==> src/sv/ipc_pkg.sv <==
`timescale 1ns / 1ps
// Shared package for the integer property classifier.
// Holds the width default, fixed constants and the sequencer state type; no dependencies.
package ipc_pkg;

	localparam int unsigned VALUE_WIDTH_DEF = 32;

	// Binary search bounds for the cube root; the upper bound covers 32-bit magnitudes.
	localparam int unsigned CUBE_W  = 12;
	localparam int unsigned CUBE_HI = 2048;

	// Constant divisors. Each has a reciprocal and shift that give the exact quotient
	// of any 32-bit unsigned word in one multiply.
	localparam int unsigned DEC_BASE  = 10;
	localparam int unsigned FIG_MOD   = 6;
	localparam logic [31:0] DEC_RECIP = 32'hCCCC_CCCD;
	localparam int unsigned DEC_SHIFT = 35;
	localparam logic [31:0] FIG_RECIP = 32'hAAAA_AAAB;
	localparam int unsigned FIG_SHIFT = 34;

	typedef enum logic [3:0] {
		ST_IDLE,
		ST_SQRT,
		ST_DIV,
		ST_PENT_CHK,
		ST_OCT_CHK,
		ST_CUBE_MUL,
		ST_CUBE_CMP,
		ST_PAL_STEP,
		ST_PAL_ACC,
		ST_TRIAL_STEP,
		ST_TRIAL_ACC,
		ST_DONE
	} state_t;

endpackage

==> src/sv/integer_property_classifier_core.sv <==
`timescale 1ns / 1ps
// Integer property classifier: sequencer around a shared restoring divider for the trial
// divisors, a reciprocal multiplier for the constant divisors, a bit-pair square root
// step and a cube-root binary search. Depends on ipc_pkg.
//
// For positive n the trial divisors run from 2 up to sqrt(n), so the run time grows with
// the square root of the value, on top of the root, cube and decimal digit work. The
// shared divider gives one quotient bit per cycle. One word at a time: busy stays high
// until the result strobe. Reset (arst_n low) returns the sequencer to idle at once; the
// result strobe done lasts one cycle and the receiver cannot stall it.
module integer_property_classifier_core #(
	parameter int unsigned VALUE_WIDTH = ipc_pkg::VALUE_WIDTH_DEF
) (
	input  logic                          clk,
	input  logic                          arst_n,
	input  logic                          start,
	output logic                          busy,
	input  logic signed [VALUE_WIDTH-1:0] value,
	output logic                          done,
	output logic                          is_odd_flag,
	output logic                          is_prime_flag,
	output logic                          is_composite_flag,
	output logic                          is_square_flag,
	output logic                          is_cube_flag,
	output logic                          is_triangular_flag,
	output logic                          is_pentagonal_flag,
	output logic                          is_hexagonal_flag,
	output logic                          is_octagonal_flag,
	output logic                          is_palindrome_flag,
	output logic                          is_perfect_flag
);

	localparam int unsigned W    = VALUE_WIDTH;
	// The square root runs on 24|n|+1, which needs W+5 bits; rounded up to even.
	localparam int unsigned SW   = ((W + 7) / 2) * 2;
	// Trial divisor and its square; the divisor never exceeds sqrt(2^(W-1)) + 1.
	localparam int unsigned DW   = W / 2 + 2;
	localparam int unsigned QW   = W + 2;
	// Reversed decimal digits and divisor sums can exceed the input range.
	localparam int unsigned RW   = W + 4;
	localparam int unsigned CNTW = $clog2(W);
	localparam int unsigned CW   = ipc_pkg::CUBE_W;
	localparam int unsigned C2W  = 2 * CW;
	localparam int unsigned C3W  = 3 * CW;

	ipc_pkg::state_t state_q, state_d, ret_q, ret_d;

	logic          neg_q, neg_d, pos_q, pos_d;
	logic [W-1:0]  mag_q, mag_d;

	// Square root unit.
	logic [1:0]    sq_sel_q, sq_sel_d;
	logic [SW-1:0] sqx_q, sqx_d, sqr_q, sqr_d, sqb_q, sqb_d;
	logic [3:0]    sq_ok_q, sq_ok_d;
	logic [W-1:0]  s24_q, s24_d, s12_q, s12_d;
	logic          hex_ok_q, hex_ok_d, pent_ok_q, pent_ok_d, oct_ok_q, oct_ok_d;

	// Shared restoring divider.
	logic [W-1:0]    dq_q, dq_d, dr_q, dr_d, dv_q, dv_d;
	logic [CNTW-1:0] dcnt_q, dcnt_d;

	// Cube root search.
	logic [CW-1:0]   lo_q, lo_d, hi_q, hi_d, mid_q, mid_d;
	logic [2*CW-1:0] csq_q, csq_d;
	logic            cfin_q, cfin_d, cube_ok_q, cube_ok_d;

	// Palindrome and trial division.
	logic [W-1:0]  t_q, t_d;
	logic [RW-1:0] rev_q, rev_d, sum_q, sum_d;
	logic          pal_ok_q, pal_ok_d, has_div_q, has_div_d;
	logic [DW-1:0] d_q, d_d;
	logic [QW-1:0] dsq_q, dsq_d;

	// Input decode.
	logic [W-1:0]  mag_in;

	// Datapath step results.
	logic [SW-1:0] sq_t, sqx_n, sqr_n;
	logic          sq_ge;
	logic [W:0]    div_trial;
	logic [W-1:0]  dr_n;
	logic          qbit;
	logic [CW:0]   csum;
	logic [C3W-1:0] cprod;
	logic [W-1:0]  mag_x8;

	// Reciprocal quotient for the constant divisors 10 and 6.
	logic          cd_dec;
	logic [31:0]   cd_x, cd_quo;
	logic [63:0]   cd_prod;
	logic [W-1:0]  pal_dig;

	assign mag_in = value[W-1] ? W'(-value) : W'(value);

	assign sq_t  = sqr_q + sqb_q;
	assign sq_ge = sqx_q >= sq_t;
	assign sqx_n = sq_ge ? sqx_q - sq_t : sqx_q;
	assign sqr_n = sq_ge ? (sqr_q >> 1) + sqb_q : sqr_q >> 1;

	// One quotient bit per cycle; the dividend shifts out as the quotient shifts in.
	assign div_trial = {dr_q, dq_q[W-1]} - {1'b0, dv_q};
	assign qbit      = ~div_trial[W];
	assign dr_n      = qbit ? div_trial[W-1:0] : {dr_q[W-2:0], dq_q[W-1]};

	assign csum  = {1'b0, lo_q} + {1'b0, hi_q};
	assign cprod = C3W'(csq_q) * C3W'(mid_q);

	assign mag_x8 = mag_q;

	// The decimal step divides the remaining digits by ten; the figurate checks divide
	// the root plus its offset by six. Both quotients are exact for any 32-bit word.
	assign cd_dec  = (state_q == ipc_pkg::ST_PAL_STEP);
	assign cd_x    = (state_q == ipc_pkg::ST_PENT_CHK) ? 32'(s24_q) + 32'd1 :
	                 (state_q == ipc_pkg::ST_OCT_CHK)  ? 32'(s12_q) + 32'd2 : 32'(t_q);
	assign cd_prod = 64'(cd_x) * (cd_dec ? 64'(ipc_pkg::DEC_RECIP) : 64'(ipc_pkg::FIG_RECIP));
	assign cd_quo  = cd_dec ? 32'(cd_prod >> ipc_pkg::DEC_SHIFT)
	                        : 32'(cd_prod >> ipc_pkg::FIG_SHIFT);
	// Low decimal digit, from the quotient registered in the previous cycle.
	assign pal_dig = t_q - dq_q * W'(ipc_pkg::DEC_BASE);

	always_ff @(posedge clk or negedge arst_n) begin
		if (!arst_n) begin
			state_q <= ipc_pkg::ST_IDLE;
		end else begin
			state_q <= state_d;
		end
	end

	always_ff @(posedge clk) begin
		ret_q     <= ret_d;
		neg_q     <= neg_d;
		pos_q     <= pos_d;
		mag_q     <= mag_d;
		sq_sel_q  <= sq_sel_d;
		sqx_q     <= sqx_d;
		sqr_q     <= sqr_d;
		sqb_q     <= sqb_d;
		sq_ok_q   <= sq_ok_d;
		s24_q     <= s24_d;
		s12_q     <= s12_d;
		hex_ok_q  <= hex_ok_d;
		pent_ok_q <= pent_ok_d;
		oct_ok_q  <= oct_ok_d;
		dq_q      <= dq_d;
		dr_q      <= dr_d;
		dv_q      <= dv_d;
		dcnt_q    <= dcnt_d;
		lo_q      <= lo_d;
		hi_q      <= hi_d;
		mid_q     <= mid_d;
		csq_q     <= csq_d;
		cfin_q    <= cfin_d;
		cube_ok_q <= cube_ok_d;
		t_q       <= t_d;
		rev_q     <= rev_d;
		sum_q     <= sum_d;
		pal_ok_q  <= pal_ok_d;
		has_div_q <= has_div_d;
		d_q       <= d_d;
		dsq_q     <= dsq_d;
	end

	always_comb begin
		state_d   = state_q;
		ret_d     = ret_q;
		neg_d     = neg_q;
		pos_d     = pos_q;
		mag_d     = mag_q;
		sq_sel_d  = sq_sel_q;
		sqx_d     = sqx_q;
		sqr_d     = sqr_q;
		sqb_d     = sqb_q;
		sq_ok_d   = sq_ok_q;
		s24_d     = s24_q;
		s12_d     = s12_q;
		hex_ok_d  = hex_ok_q;
		pent_ok_d = pent_ok_q;
		oct_ok_d  = oct_ok_q;
		dq_d      = dq_q;
		dr_d      = dr_q;
		dv_d      = dv_q;
		dcnt_d    = dcnt_q;
		lo_d      = lo_q;
		hi_d      = hi_q;
		mid_d     = mid_q;
		csq_d     = csq_q;
		cfin_d    = cfin_q;
		cube_ok_d = cube_ok_q;
		t_d       = t_q;
		rev_d     = rev_q;
		sum_d     = sum_q;
		pal_ok_d  = pal_ok_q;
		has_div_d = has_div_q;
		d_d       = d_q;
		dsq_d     = dsq_q;

		unique case (state_q)
			ipc_pkg::ST_IDLE: begin
				if (start) begin
					neg_d    = value[W-1];
					pos_d    = ~value[W-1] && (value != '0);
					mag_d    = mag_in;
					sq_sel_d = 2'd0;
					sqx_d    = SW'(mag_in);
					sqr_d    = '0;
					sqb_d    = SW'(1) << (SW - 2);
					state_d  = ipc_pkg::ST_SQRT;
				end
			end
			// Four roots in turn: |n|, 8|n|+1, 24|n|+1 and 12|n|+4.
			ipc_pkg::ST_SQRT: begin
				sqx_d = sqx_n;
				sqr_d = sqr_n;
				sqb_d = sqb_q >> 2;
				if (sqb_q == SW'(1)) begin
					sq_ok_d[sq_sel_q] = (sqx_n == '0);
					sqr_d    = '0;
					sqb_d    = SW'(1) << (SW - 2);
					sq_sel_d = sq_sel_q + 2'd1;
					unique case (sq_sel_q)
						2'd0: sqx_d = (SW'(mag_x8) << 3) + SW'(1);
						2'd1: begin
							hex_ok_d = (sqr_n[1:0] == 2'b11);
							sqx_d = (SW'(mag_q) << 4) + (SW'(mag_q) << 3) + SW'(1);
						end
						2'd2: begin
							s24_d = W'(sqr_n);
							sqx_d = (SW'(mag_q) << 3) + (SW'(mag_q) << 2) + SW'(4);
						end
						2'd3: begin
							s12_d   = W'(sqr_n);
							state_d = ipc_pkg::ST_PENT_CHK;
						end
						default: state_d = ipc_pkg::ST_IDLE;
					endcase
				end
			end
			ipc_pkg::ST_DIV: begin
				dr_d   = dr_n;
				dq_d   = {dq_q[W-2:0], qbit};
				dcnt_d = dcnt_q - CNTW'(1);
				if (dcnt_q == '0) begin
					state_d = ret_q;
				end
			end
			ipc_pkg::ST_PENT_CHK: begin
				pent_ok_d = (cd_x == cd_quo * 32'(ipc_pkg::FIG_MOD));
				state_d   = ipc_pkg::ST_OCT_CHK;
			end
			ipc_pkg::ST_OCT_CHK: begin
				oct_ok_d = (cd_x == cd_quo * 32'(ipc_pkg::FIG_MOD));
				lo_d     = '0;
				hi_d     = CW'(ipc_pkg::CUBE_HI);
				state_d  = ipc_pkg::ST_CUBE_MUL;
			end
			// Once the search interval closes, one more pass cubes the bound itself.
			ipc_pkg::ST_CUBE_MUL: begin
				if (lo_q < hi_q) begin
					mid_d  = csum[CW:1];
					csq_d  = C2W'(csum[CW:1]) * C2W'(csum[CW:1]);
					cfin_d = 1'b0;
				end else begin
					mid_d  = lo_q;
					csq_d  = C2W'(lo_q) * C2W'(lo_q);
					cfin_d = 1'b1;
				end
				state_d = ipc_pkg::ST_CUBE_CMP;
			end
			ipc_pkg::ST_CUBE_CMP: begin
				if (cfin_q) begin
					cube_ok_d = (cprod == C3W'(mag_q));
					t_d       = mag_q;
					rev_d     = '0;
					state_d   = ipc_pkg::ST_PAL_STEP;
				end else begin
					if (cprod < C3W'(mag_q)) begin
						lo_d = mid_q + CW'(1);
					end else begin
						hi_d = mid_q;
					end
					state_d = ipc_pkg::ST_CUBE_MUL;
				end
			end
			// Peel decimal digits off, low digit first: quotient here, digit next cycle.
			ipc_pkg::ST_PAL_STEP: begin
				if (t_q == '0) begin
					pal_ok_d  = (rev_q == RW'(mag_q));
					d_d       = DW'(2);
					dsq_d     = QW'(4);
					sum_d     = RW'(1);
					has_div_d = 1'b0;
					state_d   = ipc_pkg::ST_TRIAL_STEP;
				end else begin
					dq_d    = W'(cd_quo);
					state_d = ipc_pkg::ST_PAL_ACC;
				end
			end
			ipc_pkg::ST_PAL_ACC: begin
				rev_d   = (rev_q << 3) + (rev_q << 1) + RW'(pal_dig);
				t_d     = dq_q;
				state_d = ipc_pkg::ST_PAL_STEP;
			end
			// One loop over d = 2 .. sqrt(n) serves both primality and the divisor sum.
			ipc_pkg::ST_TRIAL_STEP: begin
				if (!pos_q || mag_q < W'(2) || dsq_q > QW'(mag_q)) begin
					state_d = ipc_pkg::ST_DONE;
				end else begin
					dq_d    = mag_q;
					dr_d    = '0;
					dv_d    = W'(d_q);
					dcnt_d  = CNTW'(W - 1);
					ret_d   = ipc_pkg::ST_TRIAL_ACC;
					state_d = ipc_pkg::ST_DIV;
				end
			end
			ipc_pkg::ST_TRIAL_ACC: begin
				if (dr_q == '0) begin
					has_div_d = 1'b1;
					if (dq_q != W'(d_q)) begin
						sum_d = sum_q + RW'(d_q) + RW'(dq_q);
					end else begin
						sum_d = sum_q + RW'(d_q);
					end
				end
				dsq_d   = dsq_q + (QW'(d_q) << 1) + QW'(1);
				d_d     = d_q + DW'(1);
				state_d = ipc_pkg::ST_TRIAL_STEP;
			end
			ipc_pkg::ST_DONE: begin
				state_d = ipc_pkg::ST_IDLE;
			end
			default: state_d = ipc_pkg::ST_IDLE;
		endcase
	end

	assign busy = (state_q != ipc_pkg::ST_IDLE);
	assign done = (state_q == ipc_pkg::ST_DONE);

	// Flags come straight from the working registers, which hold still during the strobe.
	assign is_odd_flag        = mag_q[0];
	assign is_prime_flag      = pos_q && (mag_q > W'(1)) && !has_div_q;
	assign is_composite_flag  = pos_q && (mag_q > W'(1)) && has_div_q;
	assign is_square_flag     = pos_q && sq_ok_q[0];
	assign is_cube_flag       = (mag_q != '0) && cube_ok_q;
	assign is_triangular_flag = pos_q && sq_ok_q[1];
	assign is_pentagonal_flag = pos_q && sq_ok_q[2] && pent_ok_q;
	assign is_hexagonal_flag  = pos_q && sq_ok_q[1] && hex_ok_q;
	assign is_octagonal_flag  = pos_q && sq_ok_q[3] && oct_ok_q;
	assign is_palindrome_flag = !neg_q && pal_ok_q;
	assign is_perfect_flag    = pos_q && (mag_q >= W'(6)) && (sum_q == RW'(mag_q));

endmodule

==> config.mk <==
export PLATFORM = sky130hd
export DESIGN_NAME = integer_property_classifier_core
export DESIGN_NICKNAME = d
export VERILOG_FILES = /design/src/sv/ipc_pkg.sv /design/src/sv/integer_property_classifier_core.sv
export SDC_FILE = /design/constraint.sdc
export NUM_CORES = 2
export LEC_CHECK = 0
export CAP_MARGIN = 20
export CORE_MARGIN = 4
export CORE_UTILIZATION = 25
export DETAILED_ROUTE_END_ITERATION = 10
export DONT_BUFFER_PORTS = 1
export SYNTH_ARGS = -nofsm -noshare
export SYNTH_HDL_FRONTEND = slang
export SYNTH_SLANG_ARGS = --single-unit
==> constraint.sdc <==
create_clock -name clk -period 29.6 [get_ports clk]
set_input_delay 1.48 -clock clk [delete_from_list [all_inputs] [get_ports clk]]
set_output_delay 1.48 -clock clk [all_outputs]
set_load 0.03 [all_outputs]
==> summary.txt <==
Synthesis
  – Largest cells by area after synthesis: sky130_fd_sc_hd__fa_1, sky130_fd_sc_hd__edfxtp_1, sky130_fd_sc_hd__ha_1, sky130_fd_sc_hd__inv_1, sky130_fd_sc_hd__xnor2_1
  – Distinct cells, synth: 100
  – Synth warn: 0
  – Netlist area before placement: 0.0828 mm²
  – Leading cell type by number of instances after synthesis: sky130_fd_sc_hd__inv_1
  – Seq/Total Area, Yosys: 0.185
  – Flip-flop cell with the highest count after synthesis: sky130_fd_sc_hd__edfxtp_1
  – Mapped Cells: around 9,000
  – Biggest area consumer among synthesized cells: sky130_fd_sc_hd__fa_1
  – EDFF count, synth: about 510
  – Asr flop ratio synth: 0.00783
  – Count of state elements after synthesis: about 510
  – Mean cell area of the mapped netlist: approximately 9.1 µm²
  – Top post-synthesis cells by count: sky130_fd_sc_hd__inv_1, sky130_fd_sc_hd__ha_1, sky130_fd_sc_hd__fa_1
  – Share of the synthesized area in the top cell type: 0.239

Drt
  – Remaining design rule violation count: 0
  – Antenna-violating nets left: 0
  – Post-Route WL: 259 mm
  – Per-cell via count in the routed design: 4.81
  – Length of the first detailed-routing pass in iterations: 7
  – Post-DR wirelength/cell: about 19 µm
  – Iter 0 DRT Violations: just over 5,000
  – Via count: between 60,000 and 70,000

Clocking
  – Reg clk slew, reported paths: approximately 70 ps
  – Max clock buf depth: 3
  – Clock latency on the worst-skew pair: 760 ps
  – Htree depth: 2
  – Total clock sinks: just over 500
  – Post-CTS Setup Inserts: 0
  – Root Buffer: sky130_fd_sc_hd__clkbuf_16
  – CTS tree: built
  – Count of instances resized after the clock tree is built: 0
  – Count of hold-fix buffers inserted at cts: 0
  – Cts bufs inserted: 61

Worst setup path
  – Most used cell, CP: sky130_fd_sc_hd__fa_1
  – Worst Path Class, Setup: register to register
  – Crit path required time: 30,160 ps
  – Slack of the worst reg-to-reg path: ~15,000 ps
  – Launch point of the worst reg-to-reg path: s12_q[1]
  – Count of cells along the worst register-to-register path: between 40 and 50
  – Longest individual stage delay on the worst path: around 930 ps
  – End of the worst register-to-register path: oct_ok_q
  – Crit path max-delay cell type: sky130_fd_sc_hd__a311oi_1
  – Data arrival time of the critical path: 14,940 ps
  – Worst-path maximum fanout: 8
  – Kind of start point of the critical path: register
  – Sort of element at the end of the critical path: register

Cells and area
  – Number of nets in the finished design: 11,018
  – Layout cell share with drive strength beyond 1: 0.0369
  – Total of fill cells in the finished design: around 35,000
  – Relative area change from synthesis to final layout: 9.42%

Timing
  – RSZ-0062 raised after global routing: false
  – Setup violators final: 0
  – Post-route worst setup slack: 15,230 ps
  – Max-slew headroom: 0.230
  – Post-layout min period: approximately 14,000 ps
  – Number of pins exceeding their max-slew limit in the final report: 0
  – Setup TNS: 0 ps
  – Worst-Margin Slew: roughly 1100 ps
  – Top achievable clock speed: around 70 MHz
  – Share of the cycle needed by the critical path after routing: 0.486
  – Clock Skew: ~99 ps
  – Final Hold Violating Endpoints: 0

GRT
  – Global-route wire length before repair: 394 mm
  – Antenna violations before repair: 4
  – Final global-route overflow total: 0
  – Global routing usage summed across all routing layers: 0.149
  – Number of global-route vias before repair: ~64,000
  – Pin count of the biggest net entering global routing: just over 80

Placement
  – Pre-CTS worst setup slack: about 15,000 ps
  – Sum of net half-perimeters after detailed placement: ~210 mm
  – Routability congestion estimate from global placement: a little under 1
  – Number of port buffers: 0

Floorplanning
  – Chip height: roughly 580 µm
  – Die X-Extent: between 500 and 600 µm
  – Starting utilization of the core area: 0.252
  – # rows: 210
  – Number of top-level pins: 48
  – Std-Cell Core Area: 0.328 mm²
  – Die Footprint: around 0.34 mm²

Run status
  – Outcome: completed

Worst hold path
  – Min-Delay Path Class: input port to async pin

Job
  – Max-cap violations: 0
stage by stage:
stage | hold WS [ps] | cell area, µm² | instances | utilization
detailed placement | 581 | 88300 | 13278 | 0.269
finish | 446 | 90500 | 13397 | 0.276
global placement | 578 | 88300 | 13278 | 0.269
floorplan | 484 | 82900 | 9081 | -
global route | 411 | 90500 | 13395 | 0.276
CTS | 427 | 90500 | 13391 | 0.276
per-layer routing:
metal / vias up / GRT usage / share of wire
met5: - / 0 / 0
met4: 0 / 0.0624 / 0.048
met3: 442 / 0.0183 / 0.061
met2: 2023 / 0.240 / 0.45
met1: 31742 / 0.202 / 0.44
li1: 30181 / - / -
how the worst max path moves through the flow:
stage | start | to | cells after the start
after floorplan | state_q[1] | oct_ok_q | 48
after global placement | s12_q[1] | oct_ok_q | 49
after detailed placement | s12_q[1] | pent_ok_q | 49
after CTS | s12_q[1] | oct_ok_q | 49
after global routing | s12_q[1] | pent_ok_q | 49
final | s12_q[1] | oct_ok_q | 49
state kept, by name (all words and copies together), names as in the netlist, 2 cells and up:
name,flops
dsq_q,34
sqr_q,38
d_q,18
sq_ok_q,4
mag_q,32
hi_q,12
sqb_q,19
dr_q,32
sum_q,36
t_q,32
dq_q,32
sq_sel_q,2
s24_q,32
csq_q,22
lo_q,12
s12_q,32
state_q,4
dv_q,18
dcnt_q,5
sqx_q,38
rev_q,36
mid_q,12
cells in the final DEF, fill, tap and decap left out, drive strengths merged, types with 120 or more instances in the layout:
master  netlist  final
a21o        215    215
a21oi       483    483
and2        222    222
buf          35    121
edfxtp      507    507
fa          987    987
ha          998    998
inv        1450   1455
nand2       849    849
nand3       139    139
nand4       120    120
nor2        538    538
o21ai       381    381
xnor2       423    423
xor2        269    269
worst max-delay path, delay by kind of cell (launching register included):
family          cells  cell delay, ps
compound gates     22            5690
fa+ha+maj          11            4890
simple gates        9            2440
buf+inv             5             440
flops               1             410
xor+xnor            2             320
kinds of logic after synthesis:
group                      count (synthesis)  share of synthesized area
muxes                                     43                    0.00544
adders and majority gates               1985                      0.390
and+or+nand+nor                         2465                      0.143
xor gates and xnor gates                 693                     0.0735
DFF                                      511                      0.185
buffers and inverters                   1720                     0.0786
AOI/OAI and AO/OA                       1626                      0.124
other                                      2                  0.0000908
cell type report:
cell class / count / area (µm²) / share of cell area
clock buffers: 68 / 1550 / 0.0171
diodes: 3 / 7.51 / 0.0000829
well taps: 4346 / 5440 / 0.0601
flip-flops and latches: 511 / 15300 / 0.169
inverters: 1453 / 5460 / 0.0602
repair buffers: 121 / 945 / 0.0104
clock inverters: 45 / 631 / 0.00696
multi-input cells: 6850 / 61200 / 0.676
Power is not shown: default switching activity piles up to over one toggle a cycle in this logic, so the estimate is an artifact.
